===== src/rtl/fr_pkg.sv =====
// Shared types and constants for the Fresnel reflectance block.
// Holds the transaction structs, the fixed-point widths and the register indexes.
// No dependencies.
package fr_pkg;

  // Field widths of the transactions.
  localparam int unsigned VEC_WIDTH = 16;
  localparam int unsigned OUT_WIDTH = 16;

  // Internal fixed point: cosines and sines carry FRAC fractional bits.
  localparam int unsigned FRAC     = 28;
  localparam int unsigned C_W      = FRAC + 1;
  localparam int unsigned SQ_IN_W  = 2 * FRAC + 2;
  localparam int unsigned PROD_W   = VEC_WIDTH + C_W;
  localparam int unsigned DEN_W    = PROD_W + 1;
  localparam int unsigned NORM_W   = 32;
  localparam int unsigned SH_W     = $clog2(DEN_W - NORM_W + 1);
  localparam int unsigned R_Q      = 30;
  localparam int unsigned R_W      = R_Q + 1;
  localparam int unsigned KR_SHIFT = 2 * R_Q + 1 - OUT_WIDTH;

  // Queue between the front and the back.
  localparam int unsigned QUEUE_DEPTH = 4;
  localparam int unsigned QPTR_W      = $clog2(QUEUE_DEPTH);
  localparam int unsigned QCNT_W      = $clog2(QUEUE_DEPTH + 3);

  localparam logic [C_W-1:0]       UNIT     = {1'b1, {FRAC{1'b0}}};
  localparam logic [SQ_IN_W-1:0]   SQ_ONE   = {2'b01, {(2 * FRAC){1'b0}}};
  localparam logic [OUT_WIDTH-1:0] REFL_ONE = {1'b1, {(OUT_WIDTH - 1){1'b0}}};

  localparam logic [VEC_WIDTH-1:0] OUTER_RESET = 16'd16384;
  localparam logic [VEC_WIDTH-1:0] INNER_RESET = 16'd18022;

  // Configuration register indexes.
  typedef enum logic [0:0] {
    REG_OUTER = 1'b0,
    REG_INNER = 1'b1
  } reg_idx_e;

  typedef struct packed {
    logic signed [VEC_WIDTH-1:0] dir_x;
    logic signed [VEC_WIDTH-1:0] dir_y;
    logic signed [VEC_WIDTH-1:0] dir_z;
    logic signed [VEC_WIDTH-1:0] norm_x;
    logic signed [VEC_WIDTH-1:0] norm_y;
    logic signed [VEC_WIDTH-1:0] norm_z;
    logic                        ray_inside;
  } in_item_t;

  typedef struct packed {
    logic [OUT_WIDTH-1:0] reflectance;
    logic                 total_internal;
  } out_item_t;

  // Classified work handed from the front to the back.
  typedef struct packed {
    logic [C_W-1:0]       cos_i;
    logic [VEC_WIDTH-1:0] eta_i;
    logic [VEC_WIDTH-1:0] eta_t;
  } work_t;

endpackage


===== src/rtl/fr_queue.sv =====
// Small FIFO that decouples the front end from the back end.
// Depends on fr_pkg.
module fr_queue (
  input  logic                      clk_i,
  input  logic                      rst_ni,
  input  logic                      push_i,
  input  fr_pkg::work_t             push_data_i,
  input  logic                      pop_i,
  output fr_pkg::work_t             head_o,
  output logic                      empty_o,
  output logic [fr_pkg::QCNT_W-1:0] count_o
);

  fr_pkg::work_t                     mem_q [fr_pkg::QUEUE_DEPTH];
  logic [fr_pkg::QPTR_W-1:0]         wr_ptr_q, rd_ptr_q;
  logic [fr_pkg::QCNT_W-1:0]         count_q, count_d;

  // Occupancy follows pushes and pops.
  always_comb begin
    count_d = count_q;
    if (push_i && !pop_i) begin
      count_d = count_q + 1'b1;
    end else if (pop_i && !push_i) begin
      count_d = count_q - 1'b1;
    end
  end

  always_ff @(posedge clk_i or negedge rst_ni) begin
    if (!rst_ni) begin
      wr_ptr_q <= '0;
      rd_ptr_q <= '0;
      count_q  <= '0;
    end else begin
      if (push_i) wr_ptr_q <= wr_ptr_q + 1'b1;
      if (pop_i)  rd_ptr_q <= rd_ptr_q + 1'b1;
      count_q <= count_d;
    end
  end

  always_ff @(posedge clk_i) begin
    if (push_i) mem_q[wr_ptr_q] <= push_data_i;
  end

  assign head_o  = mem_q[rd_ptr_q];
  assign empty_o = (count_q == '0);
  assign count_o = count_q;

endmodule


===== config.mk =====
export PLATFORM = sky130hd
export DESIGN_NAME = fr_queue
export DESIGN_NICKNAME = d
export VERILOG_FILES = /design/src/rtl/fr_pkg.sv /design/src/rtl/fr_queue.sv
export SDC_FILE = /design/constraint.sdc
export NUM_CORES = 1
export LEC_CHECK = 0
export ABC_CLOCK_PERIOD_IN_PS = 2650
export BUFFER_PORTS_ARGS = -buffer_cell sky130_fd_sc_hd__buf_2
export CORE_MARGIN = 2
export CORE_UTILIZATION = 51
export DETAILED_ROUTE_END_ITERATION = 8
export PLACE_DENSITY = 0.81
export SLEW_MARGIN = 10
export SYNTH_ARGS = -nofsm -noshare
export SYNTH_HDL_FRONTEND = slang
export SYNTH_SLANG_ARGS = --single-unit
export TNS_END_PERCENT = 50

===== constraint.sdc =====
create_clock -name clk_i -period 2.65 [get_ports clk_i]
set_input_delay 0.265 -clock clk_i [delete_from_list [all_inputs] [get_ports clk_i]]
set_output_delay 0.265 -clock clk_i [all_outputs]
set_load 0.02 [all_outputs]

; Word level (Yosys, flattened, before mapping)
; Memory sizes are Yosys's and may differ from the RTL's.
; Index checks and enable logic that the tools add are counted.
[classes]
n_reduce_logical = 6
muxes = 4
add_sub_neg = 4
[ops]
columns = op, count
row1 = $mux 3, 2
row2 = $add 2x1->2 const B, 2
row3 = $add 3x1->3 const B, 1
row4 = $logic_not 3->1, 1
row5 = $sub 3x1->3 const B, 1
row6 = $logic_and 1x1->1, 2
row7 = $logic_not 1->1, 2
row8 = $mux 1, 2
row9 = $reduce_bool 2->1, 1
[totals]
inputBits = 65
regBits = 7
memories = 1
output_inout_bits = 65
word_cells = 18
ramBits = 244
[mem_list]
columns = memory, depth, word_bits, read_ports, rd_clocked_by_memory_dff, write_ports, line_no
row1 = mem_q, 4, 61, 1, 0, 1, fr_queue.sv:14  ; fr_pkg::work_t mem_q [fr_pkg::QUEUE_DEPTH];

; Longest topological paths before layout
[depth]
word_depth = 4
ltp_mapped = 7
depth_no_buf = 7

; Least setup slack after synthesis
; OpenSTA, ideal clock, no wires.
[synth_timing]
kind = register -> register
from = register wr_ptr_q[0] in the netlist's numbering
to = memory mem_q[2][0] in the netlist's numbering (enable)
slack_ns = 0.166
path_buffers = 0
arrival_ns = 2.059
path_stages_with_launch = 4
period_less_slack_ns = 2.484
cell_sequence = dfrtp_1 > inv_1 > ha_1 > and2_1
[synth_rtl]
columns = item, line_no
row1 = "start, declared", fr_queue.sv:15  ; logic [fr_pkg::QPTR_W-1:0] wr_ptr_q, rd_ptr_q;
row2 = "start signal, assigned", fr_queue.sv:34  ; if (push_i) wr_ptr_q <= wr_ptr_q + 1'b1;
row3 = "end, declared", fr_queue.sv:14
; No word-level cell before the write port.

==> summary.md <==
| Metric | Value |
|---|---|
| Yosys top cell by area | `edfxtp_1` |
| Max Cap Viol | `0` |
| Antenna cells | `0` |
| Synth Register Bits | `251` |
| Register area share after synthesis | `81.0%` |
| Worst path cell trace | `buf_12 -> mux4_1 -> buf_2` |
| Post-Syn Nets | `423` |
| CTS tree | `yes` |
| DRC | `0` |
| R2R Path Start | `wr_ptr_q[0]$_DFFE_PN0P_` |
| Non-filler instance count after layout | `808` |
| Synthesized area per cell | `26.3 µm²` |
| Most frequent cell after synthesis | `edfxtp_1` |
| Cell variety after synth | `18` |
| First-pass GRT wire length | `26.3 mm` |
| Vias in the first global route | `4898` |
| Static leakage | `4.03 nW` |
| Die area | `0.0193 mm²` |
| Worst Hold Path EP | `wr_ptr_q[0]$_DFFE_PN0P_` |
| CTS root buffer | `clkbuf_16` |
| Gpl congestion | `0.676` |
| Pwr/cell area | `1090 mW/mm²` |
| Die height | `139 µm` |
| Antenna viol nets, final | `0` |
| Largest net degree at the start of global routing | `63` |
| Req. time, crit path | `2.38 ns` |
| Placed insts | `705` |
| Crit path capture type | `output pin` |
| Top delay family on crit path | `flip-flops` |
| Cts hold-fix bufs | `63` |
| Buf/Inv on CP | `2` |
| Post-synth top cells | `edfxtp_1, mux4_2, buf_2, dfrtp_1, buf_12` |
| WL met1 | `6.74 mm` |
| Critical path's slowest cell | `dfrtp_4` |
| PortBufs | `129` |
| Nets | `637` |
| 1st-iter DRT viols | `254` |
| Final Max Tran Viols | `0` |
| Routed vias | `4305` |
| Layout area overhead | `24.7%` |
| DR top layer | `met4` |
| Grt total ovfl | `0` |
| Crit path largest cell delay | `0.65 ns` |
| Final worst slack | `0.178 ns` |
| FF-to-FF path depth | `4` |
| Fill cell count | `1172` |
| Post-synth EDFFs | `244` |
| Post-synthesis cell count | `352` |
| Antenna violations before repair | `0` |
| Share of the synthesized area in the top cell type | `79.1%` |
| Status | `finished, final reports clean` |
| Worst slew pin tran | `0.490 ns` |
| Worst Hold Launch | `push_i` |
| Ys flop type | `edfxtp_1` |
| CTS Buffer Depth | `3` |
| Fin area | `0.0115 mm²` |
| Period Utilization, post-route | `93.3%` |
| Post_cts resized | `0` |
| Clk Latency, worst-skew pair | `0.50 ns` |
| Minimum clock period | `2.47 ns` |
| Slew margin rel. | `67.3%` |
| Dpl hpwl | `9.81 mm` |
| Pre-CTS setup slack | `0.646 ns` |
| Hold depth | `2` |
| H-tree Lvls | `1` |
| DRT Pass-1 Iters | `4` |
| Fmax | `405 MHz` |
| Largest cells by area after synthesis | `edfxtp_1, mux4_2, dfrtp_1, buf_12, mux4_1` |
| Placed instance area | `0.0102 mm²` |
| Core footprint | `0.0179 mm²` |
| GR Util All Layers | `17.5%` |
| Worst endpoint data arrival time | `2.21 ns` |
| Layout cell share with drive strength beyond 1 | `40.1%` |
| Wirelength per Cell | `20.6 µm` |
| FF-to-FF setup slack | `0.89 ns` |
| Met3 wire length | `910 µm` |
| Chip width | `139 µm` |
| Final number of setup-violating endpoints | `0` |
| Initial core utilization | `51.7%` |
| Hold/Removal Path Class | `in -> reg` |
| Startpoint Class | `flop` |
| CP Class | `reg -> out` |
| Worst reg2reg path endpoint | `mem_q[2][45]$_DFFE_PP_` |
| Total negative slack for setup checks | `0 ns` |
| Total wire length | `16.7 mm` |
| Warnings, synthesis | `0` |
| Cell area after synthesis | `0.00926 mm²` |
| Max IR drop VDD | `0.000758 V` |
| I/O pins | `130` |
| Site row count | `49` |
| Post-synth ARST share | `2.79%` |
| Met2 wire len | `8.86 mm` |
| CTS sink cnt | `251` |
| Num CTS Buffers | `25` |
| Fin. Hold Viols | `0` |
| Worst-path maximum fanout | `21` |
| Worst Clk Skew | `0.0124 ns` |
| Unrepaired setup endpoints after global routing | `false` |
| Clock transition at path regs | `0.06 ns` |
| Post-CTS setup buffer count | `0` |
| Via density | `5.33` |
==> kinds of logic (layout without fill, tap and decap cells) <==
family,after synthesis,in the layout,share of synthesized area [%]
AOI/OAI and AO/OA,1,1,0.0540
xor gates and xnor gates,6,6,0.567
and+or+nand+nor,8,8,0.446
muxes,62,62,15.1
DFF,251,251,81.0
buffers and inverters,18,245,1.96
adders and majority gates,6,6,0.892
==> registers in the layout, indices dropped and copies added, names as in the netlist <==
register / cells
count_o: 3
mem_q: 244
rd_ptr_q: 2
wr_ptr_q: 2
==> routing by layer <==
| metal | global-route usage [%] | vias up |
|---|---|---|
| met3 | 3.90 | 14 |
| met1 | 22.1 | 2239 |
| met2 | 31.4 | 120 |
| met5 | 0 | - |
| met4 | 4.04 | 0 |
| li1 | - | 1932 |
==> power breakdown <==
group | total (mW) | switching (mW) | internal, mW
clock | 3.15 | 1.32 | 1.83
combinational | 4.02 | 2.29 | 1.72
sequential | 5.47 | 0.269 | 5.20
total | 12.6 | 3.88 | 8.75
==> stage by stage <==
stage	hold WS [ns]	utilization (%)	total power, mW
after floorplan	-0.0306	-	8.39
after global placement	0.109	57.0	9.46
after detailed placement	0.113	57.0	9.59
after CTS	0.0547	64.5	12.8
after global routing	0.0797	64.5	13.2
final	0.0745	64.5	12.6
==> cell type report <==
type	count	area, µm²	area share (%)
Sequential cell	251	7510	65.0
Multi-Input combinational cell	83	1590	13.7
Timing Repair Buffer	201	1430	12.4
Clock buffer	34	659	5.71
Tap cell	229	287	2.48
Clock inverter	6	61.3	0.531
Inverter	4	15.0	0.130
==> cells in the final DEF (no fill, tap or decap), drive strengths merged <==
cell type / instances
clkinv: 3
nor3: 1
nor2: 1
fa: 1
clkinvlp: 1
xor2: 4
mux4: 61
clkbuf: 34
ha: 5
bufinv: 1
and2: 4
xnor2: 2
edfxtp: 244
dfrtp: 7
dlygate4sd3: 63
nand2: 2
inv: 5
o21ai: 1
buf: 138
mux2: 1
==> how the worst max path moves through the flow <==
stage          slack [ns]                    start  depth (start not counted)               endpoint
6_report             0.18  rd_ptr_q[0]$_DFFE_PN0P_                          3             head_o[52]
5_1_grt              0.02  rd_ptr_q[0]$_DFFE_PN0P_                          3              head_o[9]
4_1_cts              0.11  rd_ptr_q[0]$_DFFE_PN0P_                          3             head_o[55]
3_5_place_dp         0.65  rd_ptr_q[0]$_DFFE_PN0P_                          3              head_o[9]
3_3_place_gp         0.67  rd_ptr_q[0]$_DFFE_PN0P_                          3             head_o[54]
2_1_floorplan        0.17  wr_ptr_q[0]$_DFFE_PN0P_                          3  mem_q[2][0]$_DFFE_PP_
(Power assumes the default switching activity.)
