===== config.mk =====
export PLATFORM = sky130hd
export DESIGN_NAME = fr_front
export DESIGN_NICKNAME = d
export VERILOG_FILES = /design/src/rtl/fr_pkg.sv /design/src/rtl/fr_front.sv
export SDC_FILE = /design/constraint.sdc
export NUM_CORES = 2
export LEC_CHECK = 0
export ABC_AREA = 0
export BUFFER_PORTS_ARGS = -buffer_cell sky130_fd_sc_hd__buf_2
export CAP_MARGIN = 40
export CORE_MARGIN = 2
export CORE_UTILIZATION = 70
export DETAILED_ROUTE_END_ITERATION = 10
export PLACE_DENSITY = 0.9
export RECOVER_POWER = 50
export SYNTH_ARGS = -nofsm -noshare
export SYNTH_HDL_FRONTEND = slang
export SYNTH_SLANG_ARGS = --single-unit

===== constraint.sdc =====
create_clock -name clk_i -period 9.05 [get_ports clk_i]
set_input_delay 2.715 -clock clk_i [delete_from_list [all_inputs] [get_ports clk_i]]
set_output_delay 2.715 -clock clk_i [all_outputs]
set_load 0.01 [all_outputs]

===== src/rtl/fr_pkg.sv =====
// Shared types and constants for the Fresnel reflectance block.
// Holds the transaction structs, the fixed-point widths and the register indexes.
// No dependencies.
package fr_pkg;

  // Field widths of the transactions.
  localparam int unsigned VEC_WIDTH = 16;
  localparam int unsigned OUT_WIDTH = 16;

  // Internal fixed point: cosines and sines carry FRAC fractional bits.
  localparam int unsigned FRAC     = 28;
  localparam int unsigned C_W      = FRAC + 1;
  localparam int unsigned SQ_IN_W  = 2 * FRAC + 2;
  localparam int unsigned PROD_W   = VEC_WIDTH + C_W;
  localparam int unsigned DEN_W    = PROD_W + 1;
  localparam int unsigned NORM_W   = 32;
  localparam int unsigned SH_W     = $clog2(DEN_W - NORM_W + 1);
  localparam int unsigned R_Q      = 30;
  localparam int unsigned R_W      = R_Q + 1;
  localparam int unsigned KR_SHIFT = 2 * R_Q + 1 - OUT_WIDTH;

  // Queue between the front and the back.
  localparam int unsigned QUEUE_DEPTH = 4;
  localparam int unsigned QPTR_W      = $clog2(QUEUE_DEPTH);
  localparam int unsigned QCNT_W      = $clog2(QUEUE_DEPTH + 3);

  localparam logic [C_W-1:0]       UNIT     = {1'b1, {FRAC{1'b0}}};
  localparam logic [SQ_IN_W-1:0]   SQ_ONE   = {2'b01, {(2 * FRAC){1'b0}}};
  localparam logic [OUT_WIDTH-1:0] REFL_ONE = {1'b1, {(OUT_WIDTH - 1){1'b0}}};

  localparam logic [VEC_WIDTH-1:0] OUTER_RESET = 16'd16384;
  localparam logic [VEC_WIDTH-1:0] INNER_RESET = 16'd18022;

  // Configuration register indexes.
  typedef enum logic [0:0] {
    REG_OUTER = 1'b0,
    REG_INNER = 1'b1
  } reg_idx_e;

  typedef struct packed {
    logic signed [VEC_WIDTH-1:0] dir_x;
    logic signed [VEC_WIDTH-1:0] dir_y;
    logic signed [VEC_WIDTH-1:0] dir_z;
    logic signed [VEC_WIDTH-1:0] norm_x;
    logic signed [VEC_WIDTH-1:0] norm_y;
    logic signed [VEC_WIDTH-1:0] norm_z;
    logic                        ray_inside;
  } in_item_t;

  typedef struct packed {
    logic [OUT_WIDTH-1:0] reflectance;
    logic                 total_internal;
  } out_item_t;

  // Classified work handed from the front to the back.
  typedef struct packed {
    logic [C_W-1:0]       cos_i;
    logic [VEC_WIDTH-1:0] eta_i;
    logic [VEC_WIDTH-1:0] eta_t;
  } work_t;

endpackage


===== src/rtl/fr_front.sv =====
// Front end: takes input transactions, forms the incidence cosine and picks the indices.
// Depends on fr_pkg; feeds fr_queue.
module fr_front (
  input  logic                        clk_i,
  input  logic                        rst_ni,
  input  logic                        in_valid_i,
  output logic                        in_stall_o,
  input  fr_pkg::in_item_t            in_data_i,
  input  logic [fr_pkg::VEC_WIDTH-1:0] outer_i,
  input  logic [fr_pkg::VEC_WIDTH-1:0] inner_i,
  input  logic [fr_pkg::QCNT_W-1:0]   q_count_i,
  output logic                        push_o,
  output fr_pkg::work_t               push_data_o
);

  localparam int unsigned P_W    = 2 * fr_pkg::VEC_WIDTH;
  localparam int unsigned TERM_W = 32;
  localparam int unsigned DOT_W  = TERM_W + 2;

  // Scale a raw product to Q.28, truncating toward zero.
  function automatic logic signed [TERM_W-1:0] to_q28(input logic signed [P_W-1:0] p);
    logic signed [63:0] w;
    w = 64'(p) <<< (64 - P_W);
    if (w[63]) begin
      w = w + 64'sd4294967295;
    end
    return w[63 -: TERM_W];
  endfunction

  logic                              accept;
  logic                              f1_v_q, f1_v_d;
  logic signed [P_W-1:0]             p0_q, p1_q, p2_q;
  logic [fr_pkg::VEC_WIDTH-1:0]      eta_i_q, eta_t_q;
  logic                              f2_v_q;
  fr_pkg::work_t                     work_q, work_d;

  // Hold off new transactions once queue entries plus those in flight fill the queue.
  assign in_stall_o = (q_count_i + fr_pkg::QCNT_W'(f1_v_q) + fr_pkg::QCNT_W'(f2_v_q))
                      >= fr_pkg::QCNT_W'(fr_pkg::QUEUE_DEPTH);
  assign accept = in_valid_i && !in_stall_o;
  assign f1_v_d = accept;

  // Sum the three terms and take the saturated magnitude of the cosine.
  always_comb begin
    logic signed [DOT_W-1:0] dot;
    logic [DOT_W-1:0]        mag;
    dot = DOT_W'(to_q28(p0_q)) + DOT_W'(to_q28(p1_q)) + DOT_W'(to_q28(p2_q));
    mag = dot[DOT_W-1] ? DOT_W'(-dot) : DOT_W'(dot);
    work_d.cos_i = (mag > DOT_W'(fr_pkg::UNIT)) ? fr_pkg::UNIT : mag[fr_pkg::C_W-1:0];
    work_d.eta_i = eta_i_q;
    work_d.eta_t = eta_t_q;
  end

  always_ff @(posedge clk_i or negedge rst_ni) begin
    if (!rst_ni) begin
      f1_v_q <= 1'b0;
      f2_v_q <= 1'b0;
    end else begin
      f1_v_q <= f1_v_d;
      f2_v_q <= f1_v_q;
    end
  end

  // Products of the components, and the indices swapped for a ray inside the object.
  always_ff @(posedge clk_i) begin
    p0_q    <= in_data_i.dir_x * in_data_i.norm_x;
    p1_q    <= in_data_i.dir_y * in_data_i.norm_y;
    p2_q    <= in_data_i.dir_z * in_data_i.norm_z;
    eta_i_q <= in_data_i.ray_inside ? inner_i : outer_i;
    eta_t_q <= in_data_i.ray_inside ? outer_i : inner_i;
    work_q  <= work_d;
  end

  assign push_o      = f2_v_q;
  assign push_data_o = work_q;

endmodule


### Word-level counts from Yosys, hierarchy flattened

Index checks and enable logic that the tools add are counted.

* input bits: 135
* bits in latches: 0
* bits in read-only memories: 0
* output and inout bits: 63
* logic and storage cells: 31
* memories: 0
* RAM bits: 0
* flip-flop bits (word level): 191

* order comparisons: 2
* multiply operators: 3
* multiplexer cells: 6
* div/mod/pow operators: 0
* add/subtract/negate cells: 8
* bitwise gates (word level): 0
* reduce and logical (&&, ||, !) cells: 2
* shift operators: 0
* eq/ne operators: 0

Operators with widths (number)
* adder 64 x 33 -> 64 bit (second input constant): 3
* 2-to-1 mux 64 bit: 3
* multiplier 16 x 16 -> 32 bit: 3
* adder 33 x 32 -> 34 bit: 1
* > comparator 34 x 29 -> 1 bit (second input constant): 1
* 2-to-1 mux 34 bit: 1
* negator 34 bit: 1
* adder 32 x 32 -> 33 bit: 1
* 2-to-1 mux 16 bit: 2
* adder 3 x 1 -> 3 bit: 2
* >= comparator 3 bit (second input constant): 1
* logical AND 1 bit: 1
* logical NOT 1 bit: 1

### Longest topological paths before layout

* depth after elaboration: 7
* gate-level depth with buffers: 27
* depth with buffers taken out: 26

### Least setup slack after synthesis

Ideal clock, no wire load.

* path type: input to register
* start: in in_data_i[60] (netlist bit)
* end: reg p2_q[31]
* buffers on the path: 1
* stages: 22
* setup slack: 0.501 ns
* setup time: 0.121 ns
* required time: 8.929 ns
* arrival time: 8.429 ns
* path through: clkbuf_1 -> nand2_1 -> fa_1 -> fa_1 -> fa_1 -> inv_1 -> fa_1 -> fa_1 -> inv_1 -> fa_1 -> inv_1 -> ha_1 -> nand2_1 -> o31ai_1 -> o31ai_1 -> or3_1 -> a41o_1 -> or3_1 -> a31oi_1 -> a211o_1 -> a21oi_1 -> xnor2_1

* word-level cells in the longest chain between the ends: 1

Ends and longest elaborated chain
* from (decl): RTL line fr_front.sv:8 `input fr_pkg::in_item_t in_data_i,`
* multiplier 16 x 16 -> 32 bit: RTL line fr_front.sv:68 `p2_q <= in_data_i.dir_z * in_data_i.norm_z;`
* to (signal assigned): RTL line fr_front.sv:68
* to (decl): RTL line fr_front.sv:32 `logic signed [P_W-1:0] p0_q, p1_q, p2_q;`

Every way passes these cells.
A chain may end at the register's enable or synchronous reset.

### Worst setup path after layout

* start: in in_data_i[76] (netlist bit)
* end: reg p1_q[30]

* word-level cells in the longest chain between the ends: 1

Ends and longest elaborated chain
* multiplier 16 x 16 -> 32 bit: RTL line fr_front.sv:67 `p1_q <= in_data_i.dir_y * in_data_i.norm_y;`
* to (signal assigned): RTL line fr_front.sv:67
* to (decl): RTL line fr_front.sv:32

Every way passes these cells.

==> impl_metrics.ini <==
[grt]
globalRoute.totalOverflow = 0
global_route.usage.total_pct = 33.27
grt_first_pass_wirelength_um = 149000
largest_net_degree_at_the_start_of_global_routing = 34
first_global_vias = 30670
antenna_found_initial = 0

[sta]
slew-limit-headroom_pct = -11.99
final_max_slew_viol_count = 33
tightestPinTransition_ns = 1.680
fmaxAchievable_mhz = 115.9
setup_violations = 0
final_worst_slack_ns = 0.4196
period_share_pct = 95.36
hold_viol_final = 0
timing.final.crit_period_ns = 8.630
grt_setup_unrepaired = false
finClkSkew_ns = 0.01879
tns_ns = 0

[cells_and_area]
utilization_pct = 74.55
n_antenna_cell = 0
fillerInstances = 3510
nNetsFinal = 5383
syn_to_final_growth_pct = 5.859
drive_above_1_share_pct = 6.247

[synthesis]
postSynthNetCount = 5256
synth_seq_area_share_pct = 10.18
yosys-top-cells-area = sky130_fd_sc_hd__fa_1 (44%), sky130_fd_sc_hd__dfxtp_1 (10%), sky130_fd_sc_hd__ha_1 (9.3%), sky130_fd_sc_hd__inv_1 (8.9%), sky130_fd_sc_hd__and2_1 (6.5%)
netlist.area_leader.share_pct = 43.52
syn_warnings = 0
async_flop_share_pct = 1.047
netlist-cell-type-count = 83
yosys_register_bits = 191
synth_top_flop_cell = sky130_fd_sc_hd__dfxtp_1
mapped_avg_cell_area_um2 = 9.366
synth_enable_flop_cells = 0
cell_area_after_synthesis_um2 = 37670
postSynthCellCount = 4022
synth.largest_area_cell = sky130_fd_sc_hd__fa_1

[floorplan]
fp.dieW_um = 236.0
fp.dieArea_um2 = 55690
design.core.area_um2 = 53500
rows = 85
floorplan.io_pins = 198
floorplan.die.height_um = 236.0
initial_utilization_pct = 70.42

[route]
detail_route.drc_violations = 0
route.detailed.vias_per_inst = 5.800
routed_wirelength_um = 88530
routed-via-count = 28180
routedWlPerCell_um = 18.22
drtPass1Iterations = 6
route.antenna.remaining_nets = 0
drt-initial-drc-count = 2116

[setup_path]
reg2reg_setup_slack_ns = 3.08
cp_slowest_cell = sky130_fd_sc_hd__fa_1
timing.reg2reg.worst_path_depth = 16
regToRegEndpoint = push_data_o[40]
cp_top_delay_family = adder cells
timing.setup.critical_path_class = input port to flip-flop
worst_setup_path_end_kind = flip-flop
number_of_gates_on_the_worst_path_with_buffers_counted = 26
data_required_critical_path_ns = 9.38
timing.critical_path.arrival_ns = 8.96
cpMostUsedCell = sky130_fd_sc_hd__fa_1
setup.worst_path.start_class = input port
critical_path.reg2reg.startpoint = p2_q[1]
cp-startpoint = in_data_i[76]
path_buf_inv = 6
critPathMaxStageDelay_ns = 0.54
crit_path_max_fanout = 16
worst_setup_path_endpoint = p1_q[30]

[placed_design]
preCtsSetupSlack_ns = 0.03320
place.gp.congestion = 0.9486
io_buffers = 197
dp.final_hpwl_um = 73370

[outcome]
run_status = finished with violations
failed_checks = max-capacitance violations, max-slew violations

[clocking]
clock_sink_count = 191
clock_path_buffers = 2
root_buffer = sky130_fd_sc_hd__clkbuf_16
h-tree-depth = 4
tritoncts = yes
cts_resized = 0
cts-buffers-inserted = 17
clk_pin_slew_ns = 0.08
clock_latency_ns = 0.45
cts_post_setup_buffers_inserted = 0
cts.hold.buffers_added = 0

[job]
cap_viol_max_count = 1

[worst_hold_path]
hp-class = flip-flop to flip-flop
## registers in the layout, summed over array words and instances, names as in the netlist
name / cells
push_o: 1
eta_t_q: 16
p2_q: 32
push_data_o: 61
p0_q: 32
f1_v_q: 1
eta_i_q: 16
p1_q: 32
## layout make-up
cell class                 instances  area, um2  area share (%)
multi-input combinational       2813      30000           75.22
sequential                       191       3834           9.613
inverter                         894       3356           8.415
timing repair buffer             232       1185           2.971
tap                              696      870.8           2.184
clock buffer                      17      425.4           1.067
clock inverter                    15      211.5          0.5302
## cells in the final DEF, fill, tap and decap left out, types with 6 or more instances in the layout
| master | n |
|---|---|
| sky130_fd_sc_hd__a31oi_1 | 11 |
| sky130_fd_sc_hd__nor3_1 | 37 |
| sky130_fd_sc_hd__nor4_1 | 8 |
| sky130_fd_sc_hd__o31ai_1 | 13 |
| sky130_fd_sc_hd__buf_2 | 140 |
| sky130_fd_sc_hd__nand2b_1 | 30 |
| sky130_fd_sc_hd__or3_1 | 17 |
| sky130_fd_sc_hd__nand4_1 | 12 |
| sky130_fd_sc_hd__o21bai_1 | 16 |
| sky130_fd_sc_hd__o211ai_1 | 9 |
| sky130_fd_sc_hd__ha_1 | 280 |
| sky130_fd_sc_hd__a21o_1 | 46 |
| sky130_fd_sc_hd__buf_4 | 34 |
| sky130_fd_sc_hd__clkbuf_1 | 57 |
| sky130_fd_sc_hd__nor2_1 | 160 |
| sky130_fd_sc_hd__o21a_1 | 23 |
| sky130_fd_sc_hd__inv_1 | 894 |
| sky130_fd_sc_hd__dfxtp_1 | 189 |
| sky130_fd_sc_hd__nand2_1 | 425 |
| sky130_fd_sc_hd__and3_1 | 15 |
| sky130_fd_sc_hd__a21boi_0 | 7 |
| sky130_fd_sc_hd__nand3_1 | 30 |
| sky130_fd_sc_hd__o21ai_1 | 7 |
| sky130_fd_sc_hd__and2_1 | 387 |
| sky130_fd_sc_hd__a211oi_1 | 14 |
| sky130_fd_sc_hd__clkinv_8 | 6 |
| sky130_fd_sc_hd__a21oi_1 | 96 |
| sky130_fd_sc_hd__mux2_2 | 31 |
| sky130_fd_sc_hd__clkbuf_16 | 17 |
| sky130_fd_sc_hd__a211o_1 | 9 |
| sky130_fd_sc_hd__xor2_1 | 39 |
| sky130_fd_sc_hd__o21ai_0 | 49 |
| sky130_fd_sc_hd__xnor2_1 | 121 |
| sky130_fd_sc_hd__fa_1 | 819 |
## metrics by stage
stage	hold WS, ns	instance area [um2]	cells
6_report	0.3238	39880	4858
3_5_place_dp	0.3121	39300	4825
4_1_cts	0.3249	39930	4857
3_3_place_gp	0.3101	39280	4823
5_1_grt	0.3326	39880	4858
2_1_floorplan	0.3096	37670	4022
## cell usage after synthesis, types with 4 or more instances
cell type                  count
sky130_fd_sc_hd__nand3_1      30
sky130_fd_sc_hd__o211ai_1      9
sky130_fd_sc_hd__a21boi_0      7
sky130_fd_sc_hd__a21o_1       46
sky130_fd_sc_hd__and3_1       15
sky130_fd_sc_hd__a211oi_1     14
sky130_fd_sc_hd__and2_1      391
sky130_fd_sc_hd__a22oi_1       4
sky130_fd_sc_hd__or3_1        17
sky130_fd_sc_hd__inv_1       894
sky130_fd_sc_hd__xor2_1       39
sky130_fd_sc_hd__nand2_1     425
sky130_fd_sc_hd__o41ai_1       5
sky130_fd_sc_hd__a211o_1       9
sky130_fd_sc_hd__ha_1        280
sky130_fd_sc_hd__o21ai_1       7
sky130_fd_sc_hd__or2_2         5
sky130_fd_sc_hd__o21a_1       23
sky130_fd_sc_hd__o31ai_1      13
sky130_fd_sc_hd__nor2_1      160
sky130_fd_sc_hd__clkbuf_1    115
sky130_fd_sc_hd__xnor2_1     121
sky130_fd_sc_hd__dfxtp_1     189
sky130_fd_sc_hd__nor2b_1       4
sky130_fd_sc_hd__o21bai_1     16
sky130_fd_sc_hd__a31oi_1      11
sky130_fd_sc_hd__nor3_1       37
sky130_fd_sc_hd__mux2_2       32
sky130_fd_sc_hd__nand2b_1     30
sky130_fd_sc_hd__a21oi_1      96
sky130_fd_sc_hd__nor4_1        8
sky130_fd_sc_hd__nand4_1      12
sky130_fd_sc_hd__fa_1        819
sky130_fd_sc_hd__buf_2         4
sky130_fd_sc_hd__o21ai_0      49
## routing by layer
layer  wire length, um  share of wire, %  global-route usage [%]
met1             33500                38                   42.13
met2             44360                50                   57.58
met3              6479               7.3                   4.470
met4              4186               4.7                   14.51
met5                 0                 0                       0
## cell families after synthesis
family | share of synthesized area (%)
flip-flops | 10.18
buffers and inverters | 10.20
multiplexers | 1.010
AND/OR/NAND/NOR | 15.31
adder cells (fa/ha/maj) | 52.82
XOR/XNOR | 3.720
AO/OA/AOI/OAI | 6.766
## how the worst min path moves through the flow
stage / end / depth (start not counted) / slack [ns] / start
global route: push_data_o[24] / 0 / 0.33 / eta_i_q[8]
CTS: push_data_o[24] / 0 / 0.32 / eta_i_q[8]
detailed placement: push_data_o[24] / 0 / 0.31 / eta_i_q[8]
global placement: push_data_o[13] / 0 / 0.31 / eta_t_q[13]
floorplan: push_data_o[0] / 0 / 0.31 / eta_t_q[0]
finish: push_data_o[7] / 0 / 0.32 / eta_t_q[7]
Power is not shown: default switching activity piles up to over one toggle a cycle in this logic, so the estimate is an artifact.
